`src/bia_pkg.sv`:
```
`timescale 1ns / 1ps
`default_nettype none

package bia_pkg;

    // Port field widths
    localparam int OP_WIDTH       = 4;
    localparam int FIELD_WIDTH    = 32;
    localparam int BIA_DATA_WIDTH = 32;

    // Operator codes
    localparam logic [OP_WIDTH-1:0] OP_ADD = 4'd0;
    localparam logic [OP_WIDTH-1:0] OP_SUB = 4'd1;
    localparam logic [OP_WIDTH-1:0] OP_MUL = 4'd2;
    localparam logic [OP_WIDTH-1:0] OP_DIV = 4'd3;
    localparam logic [OP_WIDTH-1:0] OP_MOD = 4'd4;
    localparam logic [OP_WIDTH-1:0] OP_NEG = 4'd5;
    localparam logic [OP_WIDTH-1:0] OP_NOT = 4'd6;
    localparam logic [OP_WIDTH-1:0] OP_OR  = 4'd7;
    localparam logic [OP_WIDTH-1:0] OP_AND = 4'd8;
    localparam logic [OP_WIDTH-1:0] OP_EQ  = 4'd9;
    localparam logic [OP_WIDTH-1:0] OP_LE  = 4'd10;
    localparam logic [OP_WIDTH-1:0] OP_GE  = 4'd11;
    localparam logic [OP_WIDTH-1:0] OP_NE  = 4'd12;
    localparam logic [OP_WIDTH-1:0] OP_GT  = 4'd13;
    localparam logic [OP_WIDTH-1:0] OP_LT  = 4'd14;

    // What each cell of the chain does with the item
    localparam logic [1:0] MODE_PASS = 2'd0;
    localparam logic [1:0] MODE_MUL  = 2'd1;
    localparam logic [1:0] MODE_DIV  = 2'd2;

    // Control that travels with each item down the chain
    typedef struct packed {
        logic [1:0] mode;     // cell action
        logic       is_mod;   // divide op delivers the remainder
        logic       neg_res;  // negate the unsigned divide result at the end
        logic       err;      // divide by zero
    } t_ctrl;

endpackage

`default_nettype wire

```
`src/bia_front.sv`:
```
`timescale 1ns / 1ps
`default_nettype none

module bia_front #(
    parameter int DATA_WIDTH = bia_pkg::BIA_DATA_WIDTH
) (
    input  wire                               i_clk,
    input  wire                               i_rst_n,
    input  wire                               i_valid,
    output logic                              o_ready,
    input  wire  [bia_pkg::OP_WIDTH-1:0]      i_req_type,
    input  wire  [bia_pkg::FIELD_WIDTH-1:0]   i_operand_a,
    input  wire  [bia_pkg::FIELD_WIDTH-1:0]   i_operand_b,
    output logic                              o_valid,
    input  wire                               i_ready,
    output bia_pkg::t_ctrl                    o_ctrl,
    output logic [DATA_WIDTH-1:0]             o_p,
    output logic [DATA_WIDTH-1:0]             o_q,
    output logic [DATA_WIDTH-1:0]             o_d
);
    import bia_pkg::*;

    logic [DATA_WIDTH-1:0] w_a;
    logic [DATA_WIDTH-1:0] w_b;
    logic [DATA_WIDTH-1:0] w_mag_a;
    logic [DATA_WIDTH-1:0] w_mag_b;
    logic                  w_eq;
    logic                  w_lt;

    logic                  r_valid;
    t_ctrl                 r_ctrl;
    logic [DATA_WIDTH-1:0] r_p;
    logic [DATA_WIDTH-1:0] r_q;
    logic [DATA_WIDTH-1:0] r_d;

    t_ctrl                 n_ctrl;
    logic [DATA_WIDTH-1:0] n_p;
    logic [DATA_WIDTH-1:0] n_q;
    logic [DATA_WIDTH-1:0] n_d;

    // Bring operands to the working width
    generate
        if (DATA_WIDTH > FIELD_WIDTH) begin : g_ext
            assign w_a = {{(DATA_WIDTH-FIELD_WIDTH){i_operand_a[FIELD_WIDTH-1]}}, i_operand_a};
            assign w_b = {{(DATA_WIDTH-FIELD_WIDTH){i_operand_b[FIELD_WIDTH-1]}}, i_operand_b};
        end else begin : g_cut
            assign w_a = i_operand_a[DATA_WIDTH-1:0];
            assign w_b = i_operand_b[DATA_WIDTH-1:0];
        end
    endgenerate

    // Magnitudes for the unsigned divider; the minimum value maps to 2^(W-1)
    assign w_mag_a = w_a[DATA_WIDTH-1] ? (~w_a + 1'b1) : w_a;
    assign w_mag_b = w_b[DATA_WIDTH-1] ? (~w_b + 1'b1) : w_b;

    assign w_eq = (w_a == w_b);
    assign w_lt = ($signed(w_a) < $signed(w_b));

    // Decode: one-shot ops finish here, mul and div are set up for the chain
    always_comb begin
        n_ctrl = '0;
        n_ctrl.mode = MODE_PASS;
        n_p = '0;
        n_q = '0;
        n_d = '0;
        case (i_req_type)
            OP_ADD: n_p = w_a + w_b;
            OP_SUB: n_p = w_a - w_b;
            OP_MUL: begin
                n_ctrl.mode = MODE_MUL;
                n_q = w_b;
                n_d = w_a;
            end
            OP_DIV, OP_MOD: begin
                if (w_b == '0) begin
                    n_ctrl.err = 1'b1;
                end else begin
                    n_ctrl.mode    = MODE_DIV;
                    n_ctrl.is_mod  = (i_req_type == OP_MOD);
                    n_ctrl.neg_res = (i_req_type == OP_MOD) ? w_a[DATA_WIDTH-1]
                                   : (w_a[DATA_WIDTH-1] ^ w_b[DATA_WIDTH-1]);
                    n_q = w_mag_a;
                    n_d = w_mag_b;
                end
            end
            OP_NEG: n_p = ~w_b + 1'b1;
            OP_NOT: n_p = ~w_b;
            OP_OR:  n_p = w_a | w_b;
            OP_AND: n_p = w_a & w_b;
            OP_EQ:  n_p = {DATA_WIDTH{w_eq}};
            OP_LE:  n_p = {DATA_WIDTH{w_lt | w_eq}};
            OP_GE:  n_p = {DATA_WIDTH{~w_lt}};
            OP_NE:  n_p = {DATA_WIDTH{~w_eq}};
            OP_GT:  n_p = {DATA_WIDTH{~w_lt & ~w_eq}};
            OP_LT:  n_p = {DATA_WIDTH{w_lt}};
            default: n_p = '0;
        endcase
    end

    assign o_ready = !r_valid || i_ready;

    // Stage valid
    always_ff @(posedge i_clk) begin
        if (!i_rst_n) begin
            r_valid <= 1'b0;
        end else if (o_ready) begin
            r_valid <= i_valid;
        end
    end

    // Stage payload
    always_ff @(posedge i_clk) begin
        if (o_ready && i_valid) begin
            r_ctrl <= n_ctrl;
            r_p    <= n_p;
            r_q    <= n_q;
            r_d    <= n_d;
        end
    end

    assign o_valid = r_valid;
    assign o_ctrl  = r_ctrl;
    assign o_p     = r_p;
    assign o_q     = r_q;
    assign o_d     = r_d;

endmodule

`default_nettype wire

```
`config.mk`:
```
export PLATFORM = sky130hd
export DESIGN_NAME = bia_front
export DESIGN_NICKNAME = d
export VERILOG_FILES = /design/src/bia_pkg.sv /design/src/bia_front.sv
export SDC_FILE = /design/constraint.sdc
export NUM_CORES = 1
export LEC_CHECK = 0
export ABC_AREA = 1
export BUFFER_PORTS_ARGS = -buffer_cell sky130_fd_sc_hd__buf_4
export CAP_MARGIN = 30
export CELL_PAD_IN_SITES_DETAIL_PLACEMENT = 1
export CELL_PAD_IN_SITES_GLOBAL_PLACEMENT = 2
export CORE_MARGIN = 2
export CORE_UTILIZATION = 32
export DETAILED_ROUTE_END_ITERATION = 10
export PLACE_DENSITY = 0.89
export REMOVE_ABC_BUFFERS = 1
export SYNTH_ARGS = -nofsm -noshare
export SYNTH_HDL_FRONTEND = slang
export SYNTH_SLANG_ARGS = --single-unit
export TNS_END_PERCENT = 1
```
`constraint.sdc`:
```
create_clock -name i_clk -period 9.35 [get_ports i_clk]
set_input_delay 1.4025 -clock i_clk [delete_from_list [all_inputs] [get_ports i_clk]]
set_output_delay 1.4025 -clock i_clk [all_outputs]
set_load 0.02 [all_outputs]
```
### Word-level counts from Yosys, hierarchy flattened

Index checks and enable logic that the tools add are counted.

| storage, ports and cells | value |
|---|---|
| bits in registers | 102 |
| input bits | 72 |
| output and inout port bits | 103 |
| logic and storage cells | 56 |

| operators by class | value |
|---|---|
| add/sub/neg operators | 4 |
| $lt $le $gt $ge | 1 |
| equality and inequality tests | 15 |
| multiplexer cells | 11 |
| bitwise operators | 10 |
| reductions and logical operators | 7 |

Operators by type and width:

| operator | number |
|---|---|
| $pmux W32 S12 | 1 |
| $mux W32 | 4 |
| $pmux W32 S2 | 2 |
| $add A32 B1 Y32 const B | 2 |
| $not A32 Y32 | 2 |
| $add A32 B32 Y32 | 1 |
| $and A32 B32 Y32 | 1 |
| $eq A32 B32 Y1 | 1 |
| $logic_not A32 Y1 | 1 |
| $lt A32 B32 Y1 | 1 |
| $or A32 B32 Y32 | 1 |
| $sub A32 B32 Y32 | 1 |
| $eq A4 B4 Y1 const B | 7 |
| $eq A4 B3 Y1 const B | 4 |
| $eq A4 B2 Y1 const B | 2 |
| $eq A4 B1 Y1 const B | 1 |
| $logic_not A4 Y1 | 1 |
| $mux W4 | 1 |
| $pmux W2 S2 | 1 |
| $reduce_or A2 Y1 | 2 |
| $not A1 Y1 | 3 |
| $mux W1 | 2 |
| $and A1 B1 Y1 | 1 |
| $logic_and A1 B1 Y1 | 1 |
| other kinds (4) | 4 |

### Logic depth before layout (Yosys ltp)

| logic depth | value |
|---|---|
| depth after elaboration | 5 |
| depth in mapped cells | 19 |
| depth with buffers taken out | 18 |

### Least setup slack after synthesis

No wires, ideal clock.

| timing path | value |
|---|---|
| kind | input port to flip-flop |
| from | in i_valid |
| to | reg r_ctrl, in the netlist o_ctrl[0] (enable) |
| arrival time | 6.314 ns |
| required time | 8.756 ns |
| path slack | 2.441 ns |
| stages | 2 |
| path buffers | 0 |
| cell sequence | inv_1 > a21oi_1 |

| between the ends | value |
|---|---|
| cells in the longest elaborated chain, start to end | 1 |

Ends and longest elaborated chain:

| what | RTL line | text |
|---|---|---|
| start, declared | bia_front.sv:9 | `input wire i_valid,` |
| $logic_and A1 B1 Y1 | bia_front.sv:113 | `if (o_ready && i_valid) begin` |
| end signal, assigned | bia_front.sv:114 | `r_ctrl <= n_ctrl;` |
| end, declared | bia_front.sv:31 | `t_ctrl r_ctrl;` |

Every way passes these cells.
A chain may end at the register's enable or synchronous reset.

### Worst setup path after layout

| timing path | value |
|---|---|
| from | in i_operand_b[31] in the netlist's numbering |
| to | reg r_p[6], in the netlist o_p[6], data pin |

| between the ends | value |
|---|---|
| cells in the longest elaborated chain, start to end | 4 |
| elaborated cells between the ends (all ways) | 7 |
| those cells by class | order compare: 1; eq/ne: 1; mux: 1; bitwise: 4 |

Ends and longest elaborated chain:

| what | RTL line | text |
|---|---|---|
| start, declared | bia_front.sv:13 | `input wire [bia_pkg::FIELD_WIDTH-1:0] i_operand_b,` |
| $lt A32 B32 Y1 / $eq A32 B32 Y1 (equally long branches) | bia_front.sv:57, bia_front.sv:56 |  |
| $not A1 Y1, on equally long branches | bia_front.sv:92, bia_front.sv:94, bia_front.sv:93 |  |
| $and A1 B1 Y1 | bia_front.sv:94 | `OP_GT: n_p = {DATA_WIDTH{~w_lt & ~w_eq}};` |
| $pmux W32 S12 * | bia_front.sv:66 | `case (i_req_type)` |
| net n_p[6] | bia_front.sv:37 | `logic [DATA_WIDTH-1:0] n_p;` |
| end signal, assigned | bia_front.sv:115 | `r_p <= n_p;` |
| end, declared | bia_front.sv:32 | `logic [DATA_WIDTH-1:0] r_p;` |

Mark *: on every way through the listed nets, which the timed path passes. The rest lies on a longest branch.

==> metrics.md <==
| Metric | Value |
|---|---|
| Pwr/cell area | `114 nW/um^2` |
| Wire length per cell | `22.4 um` |
| Clk pwr share | `0.257` |
| Post-CTS Resized | `0` |
| Synth async-reset ratio | `0` |
| Layout cells sized above 1 | `0.120` |
| GRT overflow | `0` |
| Clock Skew | `0.0110 ns` |
| Die H | `201 um` |
| Switching share of total power | `0.416` |
| Max-Cap Viols | `0` |
| Layout area overhead | `16.7%` |
| Vias per cell | `5.46` |
| Internal | `0.965 mW` |
| YS warnings | `0` |
| Post-Syn Area | `12,400 um^2` |
| Critical Path RT | `9.45 ns` |
| CTS Root Cell | `clkbuf_16` |
| Switch Pwr | `0.687 mW` |
| Actual transition at the worst max-transition pin | `0.962 ns` |
| # hold bufs at CTS | `0` |
| Post-placement cell count | `2,625` |
| Mean Syn Cell Area | `6.27 um^2` |
| Primary FF master, synth | `edfxtp_1` |
| Largest net degree at the start of global routing | `70` |
| # port buffers | `174` |
| CTS Buf Count | `9` |
| Ports | `175` |
| Antenna Nets Post-Route | `0` |
| 1st-iter DRT viols | `1,316` |
| Comb power frac | `0.401` |
| Sequential fraction of the synthesis area | `0.246` |
| R2R Setup Slk | `7.12 ns` |
| DP Wirelength | `47,900 um` |
| Fmax | `228 MHz` |
| Clk sinks | `102` |
| Synth top area cells | `edfxtp_1 24%, nand2_1 16%, ha_1 10%` |
| CP Class | `primary input to flip-flop` |
| Most common cell in the netlist | `nand2_1` |
| Worst R2R Path Depth | `3` |
| Part of the cycle the worst path needs | `0.468` |
| H-tree depth | `3` |
| Row cnt | `72` |
| Slew Viols, Final | `0` |
| Yosys reg bits | `102` |
| VDD IR-drop max | `79.6 uV` |
| Final hold vios | `0` |
| Core ar. | `38,500 um^2` |
| Number of flops mapped to enable cells by yosys | `101` |
| Worst Hold Class | `flip-flop to flip-flop` |
| CP Max Fanout | `37` |
| CP Launch Type | `primary input` |
| Minimum clock period | `4.38 ns` |
| Fill count | `5,128` |
| Largest area contributor in the netlist | `edfxtp_1` |
| NumNets Final | `2,291` |
| Clk Latency, worst-skew pair | `0.39 ns` |
| Setup violations, final | `0` |
| WHS Path Cells | `2` |
| Critical path endpoint category | `flip-flop` |
| WP data arrival | `4.48 ns` |
| Status | `finished clean` |
| Horiz. Die Dim | `201 um` |
| Slew HR | `0.356` |
| Final WL | `59,100 um` |
| RSZ-0062 raised after global routing | `no` |
| Commonest cells post-synth | `535 x nand2_1, 300 x inv_1, 240 x nor2_1, 170 x nand3_1, 108 x a21oi_1` |
| Initial core utilization | `0.322` |
| Lkg Pwr | `7.26 nW` |
| # DRC | `0` |
| Postcts setup bufs | `0` |
| Vias | `14,417` |
| Core Util, Final | `0.376` |
| Post-Synthesis Cells | `1,979` |
| Drt first pass iters | `5` |
| Routability Congestion | `0.965` |
| Clk pin slew, worst setup/hold paths | `0.08 ns` |
| Vias in the first global route | `14,538` |
| Sequential power share | `0.342` |
| CTS max path bufs | `2` |
| First-pass GRT wire length | `88,500 um` |
| Yosys top cell area share | `0.245` |
| Post-route insts no fill | `2,642` |
| Fin Setup TNS | `0 ns` |
| CTS tree | `built` |
| All-Layer GR Usage | `0.288` |
| Post-synth cell types | `50` |
| Initial antenna violation count | `1` |
| Full die area | `40,400 um^2` |
## layout make-up
class	count	area, um^2	area share
clock inverters	7	80.1	0.00553
flip-flops and latches	102	3050	0.211
well taps	518	648	0.0448
inverters	310	1160	0.0804
diodes	1	2.50	0.000173
repair buffers	190	1420	0.0984
multi-input cells	1505	7870	0.544
clock buffers	9	225	0.0156
## cells in the final DEF (no fill, tap or decap), types with 9 or more instances in the layout
cell       instances
buf_4            189
a221oi_1          13
a21oi_1          107
nor3_1            24
nand3_1          170
ha_1              99
o21ai_0          107
o22ai_1           47
inv_1            300
clkbuf_16          9
xor2_1            28
edfxtp_1         101
o21bai_1          17
nand4_1           29
nand2_2           26
nand2_1          535
nor2_1           239
## power by group through the flow
stage	registers (mW)	clock network (mW)	logic [mW]
after floorplan	0.623	0	0.333
after global placement	0.575	0	0.635
after detailed placement	0.576	0	0.650
after CTS	0.566	0.430	0.653
after global routing	0.569	0.444	0.721
final	0.565	0.424	0.662
## per-layer routing
metal | GRT usage | part of all wire | vias to the layer above
li1 | - | - | 6724
met1 | 0.399 | 0.45 | 7062
met2 | 0.461 | 0.45 | 542
met3 | 0.0344 | 0.068 | 87
met4 | 0.0995 | 0.031 | 2
met5 | 0 | 0.00014 | -
## final timing paths
check | to | from
setup / recovery | o_p[6] | i_operand_b[31]
hold reg to reg | o_valid | o_valid
setup reg to reg | o_p[8] | o_valid
hold / removal | o_valid | o_valid
## registers in the layout (all words and copies together) (netlist names)
register / count
o_valid: 1
o_q: 32
o_d: 32
o_p: 32
o_ctrl: 5
## cell families after synthesis
| group | after synthesis | share of synthesized area |
|---|---|---|
| flops | 102 | 0.246 |
| buf+inv | 372 | 0.120 |
| xor+xnor | 29 | 0.0205 |
| fa+ha+maj | 101 | 0.103 |
| compound gates | 320 | 0.150 |
| simple gates | 1055 | 0.360 |
## worst max-delay path: stages
cell and delay, ns:
buf_4 0.32, clkinv_1 0.12, buf_4 0.30, ha_1 0.48
nor2_1 0.18, nand2_1 0.10, nor2_2 0.20, nand2_1 0.09
inv_2 0.09, nand4_2 0.15, nand4_1 0.16, nand2_2 0.10
nor2_8 0.62, nand2_1 0.15
## per-stage QoR
step           hold WS, ns  setup WS (ns)  total power, mW  instance area [um^2]
6_report             0.579           4.97             1.65                 14500
5_1_grt              0.648           4.79             1.73                 14500
4_1_cts              0.578           4.99             1.65                 14500
3_5_place_dp         0.564           4.59             1.23                 14200
3_3_place_gp         0.534           4.69             1.21                 14200
2_1_floorplan        0.729           2.44            0.956                 12100
No activity file was read; power rests on OpenSTA's default activity.
