[src/bia_pkg.sv]
`timescale 1ns / 1ps
`default_nettype none

package bia_pkg;

    // Port field widths
    localparam int OP_WIDTH       = 4;
    localparam int FIELD_WIDTH    = 32;
    localparam int BIA_DATA_WIDTH = 32;

    // Operator codes
    localparam logic [OP_WIDTH-1:0] OP_ADD = 4'd0;
    localparam logic [OP_WIDTH-1:0] OP_SUB = 4'd1;
    localparam logic [OP_WIDTH-1:0] OP_MUL = 4'd2;
    localparam logic [OP_WIDTH-1:0] OP_DIV = 4'd3;
    localparam logic [OP_WIDTH-1:0] OP_MOD = 4'd4;
    localparam logic [OP_WIDTH-1:0] OP_NEG = 4'd5;
    localparam logic [OP_WIDTH-1:0] OP_NOT = 4'd6;
    localparam logic [OP_WIDTH-1:0] OP_OR  = 4'd7;
    localparam logic [OP_WIDTH-1:0] OP_AND = 4'd8;
    localparam logic [OP_WIDTH-1:0] OP_EQ  = 4'd9;
    localparam logic [OP_WIDTH-1:0] OP_LE  = 4'd10;
    localparam logic [OP_WIDTH-1:0] OP_GE  = 4'd11;
    localparam logic [OP_WIDTH-1:0] OP_NE  = 4'd12;
    localparam logic [OP_WIDTH-1:0] OP_GT  = 4'd13;
    localparam logic [OP_WIDTH-1:0] OP_LT  = 4'd14;

    // What each cell of the chain does with the item
    localparam logic [1:0] MODE_PASS = 2'd0;
    localparam logic [1:0] MODE_MUL  = 2'd1;
    localparam logic [1:0] MODE_DIV  = 2'd2;

    // Control that travels with each item down the chain
    typedef struct packed {
        logic [1:0] mode;     // cell action
        logic       is_mod;   // divide op delivers the remainder
        logic       neg_res;  // negate the unsigned divide result at the end
        logic       err;      // divide by zero
    } t_ctrl;

endpackage

`default_nettype wire

[src/bia_cell.sv]
`timescale 1ns / 1ps
`default_nettype none

module bia_cell #(
    parameter int DATA_WIDTH = bia_pkg::BIA_DATA_WIDTH
) (
    input  wire                   i_clk,
    input  wire                   i_rst_n,
    input  wire                   i_valid,
    output logic                  o_ready,
    input  wire bia_pkg::t_ctrl   i_ctrl,
    input  wire  [DATA_WIDTH-1:0] i_p,
    input  wire  [DATA_WIDTH-1:0] i_q,
    input  wire  [DATA_WIDTH-1:0] i_d,
    output logic                  o_valid,
    input  wire                   i_ready,
    output bia_pkg::t_ctrl        o_ctrl,
    output logic [DATA_WIDTH-1:0] o_p,
    output logic [DATA_WIDTH-1:0] o_q,
    output logic [DATA_WIDTH-1:0] o_d
);
    import bia_pkg::*;

    logic [DATA_WIDTH:0]   w_shift;
    logic [DATA_WIDTH:0]   w_diff;

    logic                  r_valid;
    t_ctrl                 r_ctrl;
    logic [DATA_WIDTH-1:0] r_p;
    logic [DATA_WIDTH-1:0] r_q;
    logic [DATA_WIDTH-1:0] r_d;

    logic [DATA_WIDTH-1:0] n_p;
    logic [DATA_WIDTH-1:0] n_q;
    logic [DATA_WIDTH-1:0] n_d;

    // Restoring divide step: shift in next dividend bit, trial subtract
    assign w_shift = {i_p, i_q[DATA_WIDTH-1]};
    assign w_diff  = w_shift - {1'b0, i_d};

    // One step of shift-add multiply or restoring divide
    always_comb begin
        n_p = i_p;
        n_q = i_q;
        n_d = i_d;
        case (i_ctrl.mode)
            MODE_MUL: begin
                // p: product, q: multiplier bits, d: shifted multiplicand
                n_p = i_q[0] ? (i_p + i_d) : i_p;
                n_q = i_q >> 1;
                n_d = i_d << 1;
            end
            MODE_DIV: begin
                // p: remainder, q: dividend in / quotient out, d: divisor
                if (!w_diff[DATA_WIDTH]) begin
                    n_p = w_diff[DATA_WIDTH-1:0];
                    n_q = {i_q[DATA_WIDTH-2:0], 1'b1};
                end else begin
                    n_p = w_shift[DATA_WIDTH-1:0];
                    n_q = {i_q[DATA_WIDTH-2:0], 1'b0};
                end
            end
            default: begin
                n_p = i_p;
            end
        endcase
    end

    assign o_ready = !r_valid || i_ready;

    // Cell valid
    always_ff @(posedge i_clk) begin
        if (!i_rst_n) begin
            r_valid <= 1'b0;
        end else if (o_ready) begin
            r_valid <= i_valid;
        end
    end

    // Cell payload
    always_ff @(posedge i_clk) begin
        if (o_ready && i_valid) begin
            r_ctrl <= i_ctrl;
            r_p    <= n_p;
            r_q    <= n_q;
            r_d    <= n_d;
        end
    end

    assign o_valid = r_valid;
    assign o_ctrl  = r_ctrl;
    assign o_p     = r_p;
    assign o_q     = r_q;
    assign o_d     = r_d;

endmodule

`default_nettype wire

[config.mk]
export PLATFORM = sky130hd
export DESIGN_NAME = bia_cell
export DESIGN_NICKNAME = d
export VERILOG_FILES = /design/src/bia_pkg.sv /design/src/bia_cell.sv
export SDC_FILE = /design/constraint.sdc
export NUM_CORES = 1
export LEC_CHECK = 0
export ABC_AREA = 1
export BUFFER_PORTS_ARGS = -buffer_cell sky130_fd_sc_hd__clkbuf_2
export CORE_ASPECT_RATIO = 0.8
export CORE_MARGIN = 1.5
export CORE_UTILIZATION = 45
export DETAILED_ROUTE_END_ITERATION = 10
export PLACE_DENSITY = 0.7
export REMOVE_ABC_BUFFERS = 1
export SLEW_MARGIN = 40
export SYNTH_ARGS = -nofsm -noshare
export SYNTH_HDL_FRONTEND = slang
export SYNTH_SLANG_ARGS = --single-unit
[constraint.sdc]
create_clock -name i_clk -period 5.73 [get_ports i_clk]
set_input_delay 0 -clock i_clk [delete_from_list [all_inputs] [get_ports i_clk]]
set_output_delay 0 -clock i_clk [all_outputs]
set_load 0.05 [all_outputs]
Word level (Yosys, flattened, before mapping). Cells that the tools add are included.

Register bits: 102. Bits of input ports: 105. Output and inout port bits: 103. Word-level logic and storage cells: 22.

$add $sub $neg: 2. Eq/ne operators: 2. Mux-type cells: 6. Reductions and logical operators: 3.

Operator list (number): 32-bit one-hot mux with 2 select lines (2); 32-bit 2-to-1 mux (3); 33-bit by 32-bit subtractor with 33-bit output (1); 32-bit adder (1); 2-bit by 1-bit == test with 1-bit output (second input constant) (1); 2-bit == test (second input constant) (1); 1-bit logical AND (1); 1-bit logical NOT (1); 1-bit logical OR (1); 1-bit 2-to-1 mux (1).

Logic depth before layout (Yosys ltp). Gate-level depths: netlist (run 1).

Depth in word-level cells: 3. Mapped depth: 19. Depth with buffers taken out: 18.

Least setup slack after synthesis (run 1). No wires, ideal clock.

Path kind: register to register. From: register r_valid (netlist: o_valid). To: register r_ctrl (netlist bit o_ctrl[0]) (enable). Library setup time: 0.593 ns. Arrival: 5.460 ns. Data required time: 5.137 ns. Setup slack: -0.323 ns. Stages on the path, launching flop included: 2. Path buffers: 0. Period minus slack after synthesis: 6.053 ns. Path through: dfxtp_1 > a21oi_1.

Cells in the longest elaborated chain, start to end: 3.

Ends and longest elaborated chain: from (decl) (RTL line bia_cell.sv:27) `logic r_valid;`; from (signal assigned) (RTL line bia_cell.sv:76) `r_valid <= i_valid;`; 1-bit logical NOT (RTL line bia_cell.sv:69) `assign o_ready = !r_valid || i_ready;`; 1-bit logical OR (RTL line bia_cell.sv:69); 1-bit logical AND (RTL line bia_cell.sv:82) `if (o_ready && i_valid) begin`; to (signal assigned) (RTL line bia_cell.sv:83) `r_ctrl <= i_ctrl;`; to (decl) (RTL line bia_cell.sv:28) `t_ctrl r_ctrl;`.

No other way between the ends. A chain may end at the register's enable or synchronous reset.

Worst setup path in the final report (run 1).
From: input port i_d[0]. To: register r_p[21] (netlist: o_p[21]), data pin.

Cells in the longest elaborated chain, start to end: 3. Elaborated cells on any way between the ends: 5. Classes of those cells: 2 x add/sub; 3 x mux.

Ends and longest elaborated chain: from (decl) (RTL line bia_cell.sv:14) `input wire [DATA_WIDTH-1:0] i_d,`; 33-bit by 32-bit subtractor with 33-bit output or 32-bit adder (tied branches) (RTL line bia_cell.sv:39, bia_cell.sv:49); 32-bit 2-to-1 mux, on equally long branches (RTL line bia_cell.sv:55, bia_cell.sv:49); 32-bit one-hot mux with 2 select lines (*) (RTL line bia_cell.sv:46) `case (i_ctrl.mode)`; named net n_p[21] (RTL line bia_cell.sv:33) `logic [DATA_WIDTH-1:0] n_p;`; to (signal assigned) (RTL line bia_cell.sv:84) `r_p <= n_p;`; to (decl) (RTL line bia_cell.sv:29) `logic [DATA_WIDTH-1:0] r_p;`.

The timed path passes the listed nets; every way through them passes the cells marked *.

==> results of run 1 <==
-- worst max-delay path: stages --
cell and delay (ns):
dlygate4sd3_1 0.55, clkbuf_2 0.15, ha_1 0.22, fa_1 0.42, inv_1 0.09, nand3_1 0.06
nand2_1 0.20, nand2_1 0.10, nand2_2 0.10, nand2_1 0.07, nand2_2 0.11, nand2_4 0.08
nand2_2 0.09, nand2_1 0.06, nand2_1 0.11, buf_4 0.37, nand2_1 0.13, nand3_2 0.10
a21oi_2 0.05
-- per-stage QoR --
step | instance area (sq um) | power (mW)
2_1_floorplan | 10400 | 1.770
3_3_place_gp | 11900 | 2.087
3_5_place_dp | 11910 | 2.099
4_1_cts | 12790 | 2.797
5_1_grt | 12790 | 2.949
6_report | 12790 | 2.803
-- layout by cell type, fill, tap and decap left out, types with 5 or more instances in the layout --
master / instances
a21oi_1: 113
a21oi_2: 11
buf_4: 8
clkbuf_16: 9
clkbuf_2: 207
dlygate4sd3_1: 57
edfxtp_1: 101
ha_1: 63
inv_1: 368
nand2_1: 611
nand2_2: 17
nand3_1: 87
nand3_2: 10
nand3b_1: 10
nand4_1: 8
nor2_1: 129
nor2_2: 5
nor3_1: 8
o21ai_0: 39
o221ai_1: 31
xnor2_1: 17
-- state kept, by name (all words and copies together), names as in the netlist --
signal,cells
o_ctrl,5
o_d,32
o_p,32
o_q,32
o_valid,1
-- final timing paths --
kind                               from      end  slack (ns)
worst max-delay path             i_d[0]  o_p[21]        2.78
worst max register to register  o_valid  o_d[23]        3.57
worst min-delay path            i_d[19]  o_d[20]        0.01
worst min register to register  o_valid  o_d[26]        1.02
-- power by group through the flow --
stage          clock network (mW)  logic, mW  registers (mW)
5_1_grt                     0.698       1.32           0.934
3_3_place_gp                    0       1.14           0.945
2_1_floorplan                   0      0.600            1.17
3_5_place_dp                    0       1.15           0.945
6_report                    0.671       1.20           0.929
4_1_cts                     0.680       1.19           0.928
-- metal layers --
metal,vias up,wire length (microns),share of wire [%],GRT usage [%]
li1,5789,-,-,-
met2,482,15900,44,47.39
met4,0,476,1.3,6.073
met3,23,3200,8.8,5.293
met5,-,0,0,0
met1,5176,16960,46,42.59
-- layout make-up --
type	count	area, sq um
fillers	2406	10480
repair buffers	272	1667
clock inverters	7	91.34
multi-input cells	1188	5976
flip-flops and latches	102	3053
inverters	371	1393
clock buffers	9	225.2
well taps	312	390.4
-- timing repair --
action | CTS | global route
hold endpoints to repair | 57 | 0
setup buffers | 0 | 0
setup endpoints to repair | 0 | 0
hold buffers | 57 | 0
-- cells by family after synthesis --
logic type | count (synthesis)
DFF | 102
and+or+nand+nor | 900
buffers and inverters | 414
AOI/OAI and AO/OA | 201
adders and majority gates | 67
xor gates and xnor gates | 20
==> flow_summary_export.csv, run 1 <==
group,metric,value,unit
final_layout,antennaDiodeCount,0,
power_and_ir_drop,power_report.internal_total,1.572,mW
routing,vias_per_cell,5.073,
power_and_ir_drop,cellPowerDensity,219.1,nW/um^2
power_and_ir_drop,p_sw_share,43.91,%
run,cap_viol_max_count,0,
sta,tightestPinTransition,0.8159,ns
global_routing,first_global_vias,10620,
routing,drc_errors,0,
logic_synthesis,post_synth_fa_ha_maj_area_fraction,8.042,%
final_layout,final_cells,2261,
setup_path,ff2ff_path_depth,3,
global_routing,track_usage,29.89,%
placement,placed_cells_incl_taps,2188,
logic_synthesis,asyncSetResetFlopFracSynth,0,%
logic_synthesis,yosys.area_share.xor_xnor,1.651,%
sta,finalHoldViolCount,0,
hold_path,worstHoldPathType,"input pin to flop",
final_layout,utilization,54.98,%
sta,period_needed,2.954,ns
final_layout,final_nets,2116,
clock_network,cts_inserted_buffers,9,
sta,setup_violations,0,
clock_network,clock_sink_count,102,
routing,drt-pass1-iter-count,6,
logic_synthesis,synth_warnings,0,
logic_synthesis,ys_seq_area_share,28.77,%
logic_synthesis,synth_mux_area_share,0,%
logic_synthesis,synth-edff-count,101,
placement,io_buffer_count,207,
floorplan,die_width,174.7,microns
global_routing,grt_remaining_overflow,0,
setup_path,criticalPathCategory,"input pin to flop",
final_layout,fraction_of_final_layout_cells_sized_beyond_drive_strength_1,14.88,%
clock_network,clock_insertion_delay_worst_skew,0.37,ns
power_and_ir_drop,p_comb_share,42.9,%
sta,achievable-frequency,0.3385,GHz
hold_path,min_path_cells,3,
logic_synthesis,syn_area,10610,sq um
floorplan,floorplan.rows,50,
run_status,run_status,"complete, no violations",
logic_synthesis,syn_area_per_cell,6.227,sq um
setup_path,crit_fanout,26,
sta,slew_viols_final,0,
setup_path,crit_arrival,3.08,ns
power_and_ir_drop,total_leakage_power,7.128,nW
global_routing,grt_first_pass_wirelength,56820,microns
logic_synthesis,yosys.cell_count.top_type,"nand2_1",
sta,rsz0062_at_grt,"no",
logic_synthesis,synth_top_area_share,28.58,%
logic_synthesis,synth_area_leaders,"edfxtp_1 (29%), nand2_1 (22%), inv_1 (13%)",
sta,worst_clock_skew,0.008476,ns
placement,hpwl,28780,microns
clock_network,worst_setup_hold_path_clk_slew,0.08,ns
setup_path,critPathRequiredTime,5.86,ns
clock_network,max_clock_buf_depth,2,
logic_synthesis,synth_common_cells,"nand2_1 (613), inv_1 (369), nor2_1 (129)",
setup_path,setup.worst_path.start_class,"input pin",
routing,totalWireLength,36540,microns
floorplan,die_height,140.3,microns
power_and_ir_drop,share_seq_of_total_power,33.1,%
setup_path,endpoint_kind,"flop",
clock_network,number_of_instances_resized_during_post_cts_repair,0,
logic_synthesis,synth.ff_latch_count,102,
routing,drt_first_iter_violations,943,
power_and_ir_drop,power.net_switching,1.231,mW
global_routing,maximum_number_of_pins_on_one_net_before_global_route_repair,63,
power_and_ir_drop,clock_power_share,23.9,%
logic_synthesis,synth_top_family_by_area,"simple AND/OR/NAND/NOR gates",
placement,dp_slack,2.964,ns
logic_synthesis,synthCells,1704,
sta,fin_tns_setup,0,ns
routing,antenna_left,0,
clock_network,clock_tree.htree_level_count,3,
clock_network,cts_tree,"yes",
floorplan,dieArea,24510,sq um
final_layout,layout-area-overhead-vs-synth,20.59,%
logic_synthesis,synth_simple_gate_area_share,35.33,%
sta,finalCritPeriodShare,51.56,%
routing,detail_route.wl_per_cell,16.16,microns
logic_synthesis,synth_compound_area_share,11.10,%
logic_synthesis,ys.flop_type,"edfxtp_1",
floorplan,coreArea,23270,sq um
routing,routed-via-count,11470,
sta,postLayoutSetupSlackWorst,2.776,ns
global_routing,antenna_violations_before_repair,0,
clock_network,clockRootBuffer,"clkbuf_16",
power_and_ir_drop,max-vdd-ir-drop,137.8,uV
floorplan,design.portCount,208,
placement,gp_routability_congestion,0.9309,
sta,max-slew-margin-rel,45.61,%
logic_synthesis,synthDominantAreaCellType,"edfxtp_1",
sta,finalHoldWorstSlack,0.01348,ns
floorplan,initial_core_util,45.59,%
logic_synthesis,yosys.cell_types.count,38,
Note: power is estimated with default switching activity, not from simulation.
==> run 2: changes to the inputs <==
- clock period: 5.73 -> 2.4 ns (I/O delays scaled with it)
==> flow_summary_export.csv, run 2 (same netlist as run 1, synthesis figures left out) <==
group,metric,value,unit
run_status,run_status,"complete, no violations",
floorplan,die_width,174.7,microns
global_routing,grt_remaining_overflow,0,
routing,drc_errors,0,
routing,routed-via-count,11700,
final_layout,layout_common_cells,"nand2_1 (601), inv_1 (367), clkbuf_2 (204)",
sta,max-slew-margin-rel,52.88,%
power_and_ir_drop,cellPowerDensity,513.5,nW/um^2
routing,detail_route.wl_per_cell,16.46,microns
routing,antenna_left,0,
global_routing,first_global_vias,10570,
routing,vias_per_cell,5.041,
sta,fin_tns_setup,0,ns
global_routing,track_usage,30.30,%
final_layout,leading_cell_type_in_the_layout_fill_and_taps_excluded,"nand2_1",
setup_path,criticalPathCategory,"input pin to flop",
sta,worst_clock_skew,0.01305,ns
setup_path,timing.critical_path.slowest_stage_cell,"dlygate4sd3_1",
run,cap_viol_max_count,0,
floorplan,floorplan.rows,50,
final_layout,final_cells,2321,
clock_network,cts_inserted_buffers,9,
placement,gp_routability_congestion,0.9869,
floorplan,die_height,140.3,microns
setup_path,crit_fanout,5,
sta,tightestPinTransition,0.7067,ns
floorplan,initial_core_util,45.59,%
clock_network,clock_insertion_delay_worst_skew,0.38,ns
placement,hpwl,29880,microns
placement,io_buffer_count,207,
global_routing,maximum_number_of_pins_on_one_net_before_global_route_repair,60,
floorplan,dieArea,24510,sq um
setup_path,critPathRequiredTime,2.53,ns
clock_network,clock_tree.htree_level_count,3,
sta,finalCritPeriodShare,96.61,%
power_and_ir_drop,total_leakage_power,7.470,nW
final_layout,layout-area-overhead-vs-synth,27.97,%
global_routing,grt_first_pass_wirelength,57250,microns
sta,slew_viols_final,0,
placement,placed_cells_incl_taps,2239,
routing,drt_first_iter_violations,995,
final_layout,final_nets,2175,
clock_network,cts_tree,"yes",
global_routing,antenna_violations_before_repair,1,
final_layout,fraction_of_final_layout_cells_sized_beyond_drive_strength_1,19.42,%
clock_network,worst_setup_hold_path_clk_slew,0.09,ns
sta,rsz0062_at_grt,"yes",
floorplan,coreArea,23270,sq um
power_and_ir_drop,max-vdd-ir-drop,361.2,uV
power_and_ir_drop,post-layout-total-power,6.973,mW
routing,drt-pass1-iter-count,5,
sta,period_needed,2.319,ns
clock_network,clock_sink_count,102,
sta,finalHoldViolCount,0,
setup_path,timing.critical_path.cells,"dlygate4sd3_1, clkbuf_2, ha_1, nand2_1, nor2_2, nand3_1, nand3_1, nand2_1, nand3_1, nand3_1, a21oi_1, a21oi_2",
sta,setup_violations,0,
routing,totalWireLength,38200,microns
setup_path,crit_arrival,2.44,ns
clock_network,max_clock_buf_depth,2,
setup_path,endpoint_kind,"flop",
sta,finalHoldWorstSlack,0.01612,ns
setup_path,setup.worst_path.start_class,"input pin",
setup_path,cell_type_with_the_highest_occurrence_count_on_the_critical_path,"nand3_1",
setup_path,slowest_delay,0.55,ns
floorplan,design.portCount,208,
sta,achievable-frequency,0.4313,GHz
clock_network,clockRootBuffer,"clkbuf_16",
hold_path,worstHoldPathType,"input pin to flop",
==> run 2: report_power, final <==
part	total (mW)	switching, mW	internal (mW)	leakage (nW)
sequential	2.21	0.0483	2.16	0.998
clock	1.64	0.883	0.754	0.152
combinational	3.13	2.12	1.01	6.32
==> run 2: final timing paths <==
path | startpoint | to | slack, ns | cells after the start
setup / recovery | i_d[8] | o_p[19] | 0.08 | 12
hold / removal | i_d[27] | o_d[28] | 0.02 | 3
setup reg to reg | o_valid | o_d[12] | 0.95 | 2
hold reg to reg | o_valid | o_p[24] | 0.74 | 1
==> run 2: repair_timing <==
| action | 4_1_cts | 5_1_grt |
|---|---|---|
| buffers inserted | 0 | 7 |
| endpoints found under the setup margin | 0 | 33 |
| hold endpoints to repair | 57 | 0 |
| hold buffers | 58 | 0 |
| resized for setup | 0 | 53 |
==> run 2: critical path: cells and delay by family <==
| kind | cells | cell delay, ns |
|---|---|---|
| compound gates | 2 | 0.30 |
| fa+ha+maj | 1 | 0.38 |
| buf+inv | 2 | 0.70 |
| simple gates | 7 | 1.07 |
==> run 2: layout make-up <==
cell class | instances | area [sq um]
timing repair buffer | 331 | 2227
sequential | 102 | 3053
tap | 312 | 390.4
antenna | 1 | 2.502
inverter | 371 | 1393
fill | 2292 | 9694
multi-input combinational | 1188 | 6198
clock inverter | 7 | 88.84
clock buffer | 9 | 225.2
==> run 2: per-stage QoR <==
| stage | area, sq um | util, % | setup slack (ns) |
|---|---|---|---|
| floorplan | 10400 | - | -3.653 |
| global placement | 12370 | 53.17 | 0.06688 |
| detailed placement | 12370 | 53.17 | -0.004863 |
| CTS | 13270 | 57.01 | 0.006321 |
| global route | 13580 | 58.34 | -0.01792 |
| finish | 13580 | 58.34 | 0.08147 |
==> run 2: layer usage <==
| metal | wire (microns) | share of wire [%] | vias up | GRT usage [%] |
|---|---|---|---|---|
| li1 | - | - | 5896 | - |
| met1 | 17140 | 45 | 5220 | 43.34 |
| met2 | 16560 | 43 | 544 | 46.74 |
| met3 | 3840 | 10 | 41 | 5.890 |
| met4 | 663 | 1.7 | 0 | 7.647 |
| met5 | 0 | 0 | - | 0 |
==> run 3: changes to the inputs <==
- CORE_ASPECT_RATIO: 0.8 -> default
- PLACE_DENSITY: 0.7 -> 0.67
- clock period: 2.4 -> 2.75 ns (I/O delays scaled with it)
==> flow_summary_export.csv, run 3 (same netlist as run 1, synthesis figures left out) <==
group,metric,value,unit
sta,finalCritPeriodShare,93.32,%
clock_network,clock_insertion_delay_worst_skew,0.37,ns
final_layout,post-route-cell-area,12960,sq um
placement,dp_slack,0.2727,ns
power_and_ir_drop,cellPowerDensity,451.3,nW/um^2
final_layout,antennaDiodeCount,0,
floorplan,design.portCount,208,
run_status,run_status,"complete, no violations",
routing,detail_route.wl_per_cell,16.17,microns
sta,max-slew-margin-rel,53.07,%
sta,worst_clock_skew,0.01657,ns
floorplan,initial_core_util,45.47,%
placement,placed_cells_incl_taps,2202,
floorplan,die_width,156.6,microns
setup_path,critPathRequiredTime,2.88,ns
sta,setup_violations,0,
setup_path,timing.critical_path.from,"i_d[27]",
clock_network,clock_tree.htree_level_count,3,
final_layout,leading_cell_type_in_the_layout_fill_and_taps_excluded,"nand2_1",
routing,drt-pass1-iter-count,8,
floorplan,coreArea,23330,sq um
clock_network,cts_inserted_buffers,9,
setup_path,capturing_element_of_the_worst_setup_path,"o_p[9]",
setup_path,timing.critical_path.slowest_stage_cell,"dlygate4sd3_1",
final_layout,layout-area-overhead-vs-synth,22.12,%
routing,totalWireLength,36840,microns
final_layout,final_cells,2278,
clock_network,clock_sink_count,102,
setup_path,reg2reg_from,"o_valid",
power_and_ir_drop,max-vdd-ir-drop,270.9,uV
setup_path,setup.worst_path.start_class,"input pin",
routing,drc_errors,0,
global_routing,antenna_violations_before_repair,0,
global_routing,grt_remaining_overflow,0,
sta,achievable-frequency,0.3897,GHz
setup_path,crit-reg2reg-capture,"o_d[0]",
placement,postPlaceCellArea,12020,sq um
sta,period_needed,2.566,ns
global_routing,first_global_vias,10590,
setup_path,crit_fanout,11,
setup_path,criticalPathCategory,"input pin to flop",
final_layout,layout_common_cells,"nand2_1 (609), inv_1 (369), clkbuf_2 (207)",
routing,drt_first_iter_violations,774,
global_routing,maximum_number_of_pins_on_one_net_before_global_route_repair,62,
routing,antenna_left,0,
hold_path,worstHoldPathType,"input pin to flop",
run,cap_viol_max_count,0,
clock_network,max_clock_buf_depth,2,
global_routing,track_usage,29.71,%
routing,routed-via-count,11400,
placement,gp_routability_congestion,0.9317,
clock_network,cts_tree,"yes",
setup_path,timing.critical_path.cells,"dlygate4sd3_1, clkbuf_2, inv_1, ha_1, nand2_2, nor2_2, inv_2, nor3_4, and2_4, nand2_4, nand2_2, nand2_1, nand2_4, clkbuf_16, nand2_1, nand3_1, a21oi_1",
sta,slew_viols_final,0,
sta,finalHoldWorstSlack,0.001045,ns
sta,fin_tns_setup,0,ns
placement,hpwl,28630,microns
clock_network,clockRootBuffer,"clkbuf_16",
setup_path,slowest_delay,0.53,ns
sta,tightestPinTransition,0.7039,ns
global_routing,grt_first_pass_wirelength,55600,microns
routing,vias_per_cell,5.005,
power_and_ir_drop,total_leakage_power,7.186,nW
setup_path,crit_arrival,2.69,ns
setup_path,r2r_setup_slack,1.38,ns
floorplan,floorplan.rows,56,
sta,postLayoutSetupSlackWorst,0.1838,ns
final_layout,fraction_of_final_layout_cells_sized_beyond_drive_strength_1,15.31,%
final_layout,final_nets,2126,
sta,finalHoldViolCount,0,
placement,io_buffer_count,207,
floorplan,die_height,156.6,microns
floorplan,dieArea,24510,sq um
setup_path,ff2ff_path_depth,2,
setup_path,endpoint_kind,"flop",
clock_network,worst_setup_hold_path_clk_slew,0.09,ns
-- run 3: changes by cell type in the layout (fill, tap and decap cells not counted), moves of 7 or more --
| cell | delta |
|---|---|
| a21oi_2 | -9 |
| ha_1 | +11 |
| nand2_2 | -8 |
| ha_4 | -9 |
| buf_4 | -51 |
| a21oi_1 | +8 |
| nand2_1 | +8 |
| nor2_2 | -7 |
| nor2_1 | +8 |
-- run 3: area by class of cell --
type	count	area, sq um
fill	2345	10380
multi-input combinational	1188	6005
sequential	102	3053
timing repair buffer	282	1818
inverter	371	1393
tap	319	399.1
clock buffer	9	225.2
clock inverter	7	65.06
-- run 3: timing repair --
item	CTS	global route
endpoints found under the hold margin	59	0
gates resized for setup	0	7
hold buffers	59	0
setup buffers	0	0
setup endpoints to repair	0	28
-- run 3: worst min path at each step --
stage                           end  slack (ns)       from  cells past startpoint
final                       o_d[14]       0.001    i_d[13]                      3
after detailed placement  o_ctrl[0]        0.18  i_ctrl[0]                      1
after global routing        o_d[14]        0.04    i_d[13]                      3
after floorplan           o_ctrl[0]         0.1  i_ctrl[0]                      0
after CTS                   o_d[14]       0.006    i_d[13]                      3
after global placement    o_ctrl[1]        0.18  i_ctrl[1]                      1
-- run 3: per-stage QoR --
| stage | utilization [%] | power [mW] |
|---|---|---|
| after floorplan | - | 3.687 |
| after global placement | 51.49 | 4.397 |
| after detailed placement | 51.51 | 4.415 |
| after CTS | 55.29 | 5.800 |
| after global routing | 55.53 | 6.152 |
| final | 55.53 | 5.847 |
-- run 3: power breakdown --
part / internal (mW) / switching [mW]
Clock: 0.638 / 0.703
Combinational: 0.778 / 1.80
Sequential: 1.89 / 0.0413
-- run 3: worst max-delay path: cells and delay by family --
family | cells | cell delay (ns)
buffers and inverters | 5 | 1.00
adder cells (fa/ha/maj) | 1 | 0.40
AO/OA/AOI/OAI | 1 | 0.08
AND/OR/NAND/NOR | 10 | 1.21
-- run 3: per-layer routing --
layer / global-route usage (%) / routed length, microns / vias to the layer above
met5: 0 / 0 / -
met2: 51.37 / 17260 / 450
met1: 38.64 / 16070 / 5094
li1: - / - / 5808
met4: 8.118 / 695 / 0
met3: 4.209 / 2820 / 50
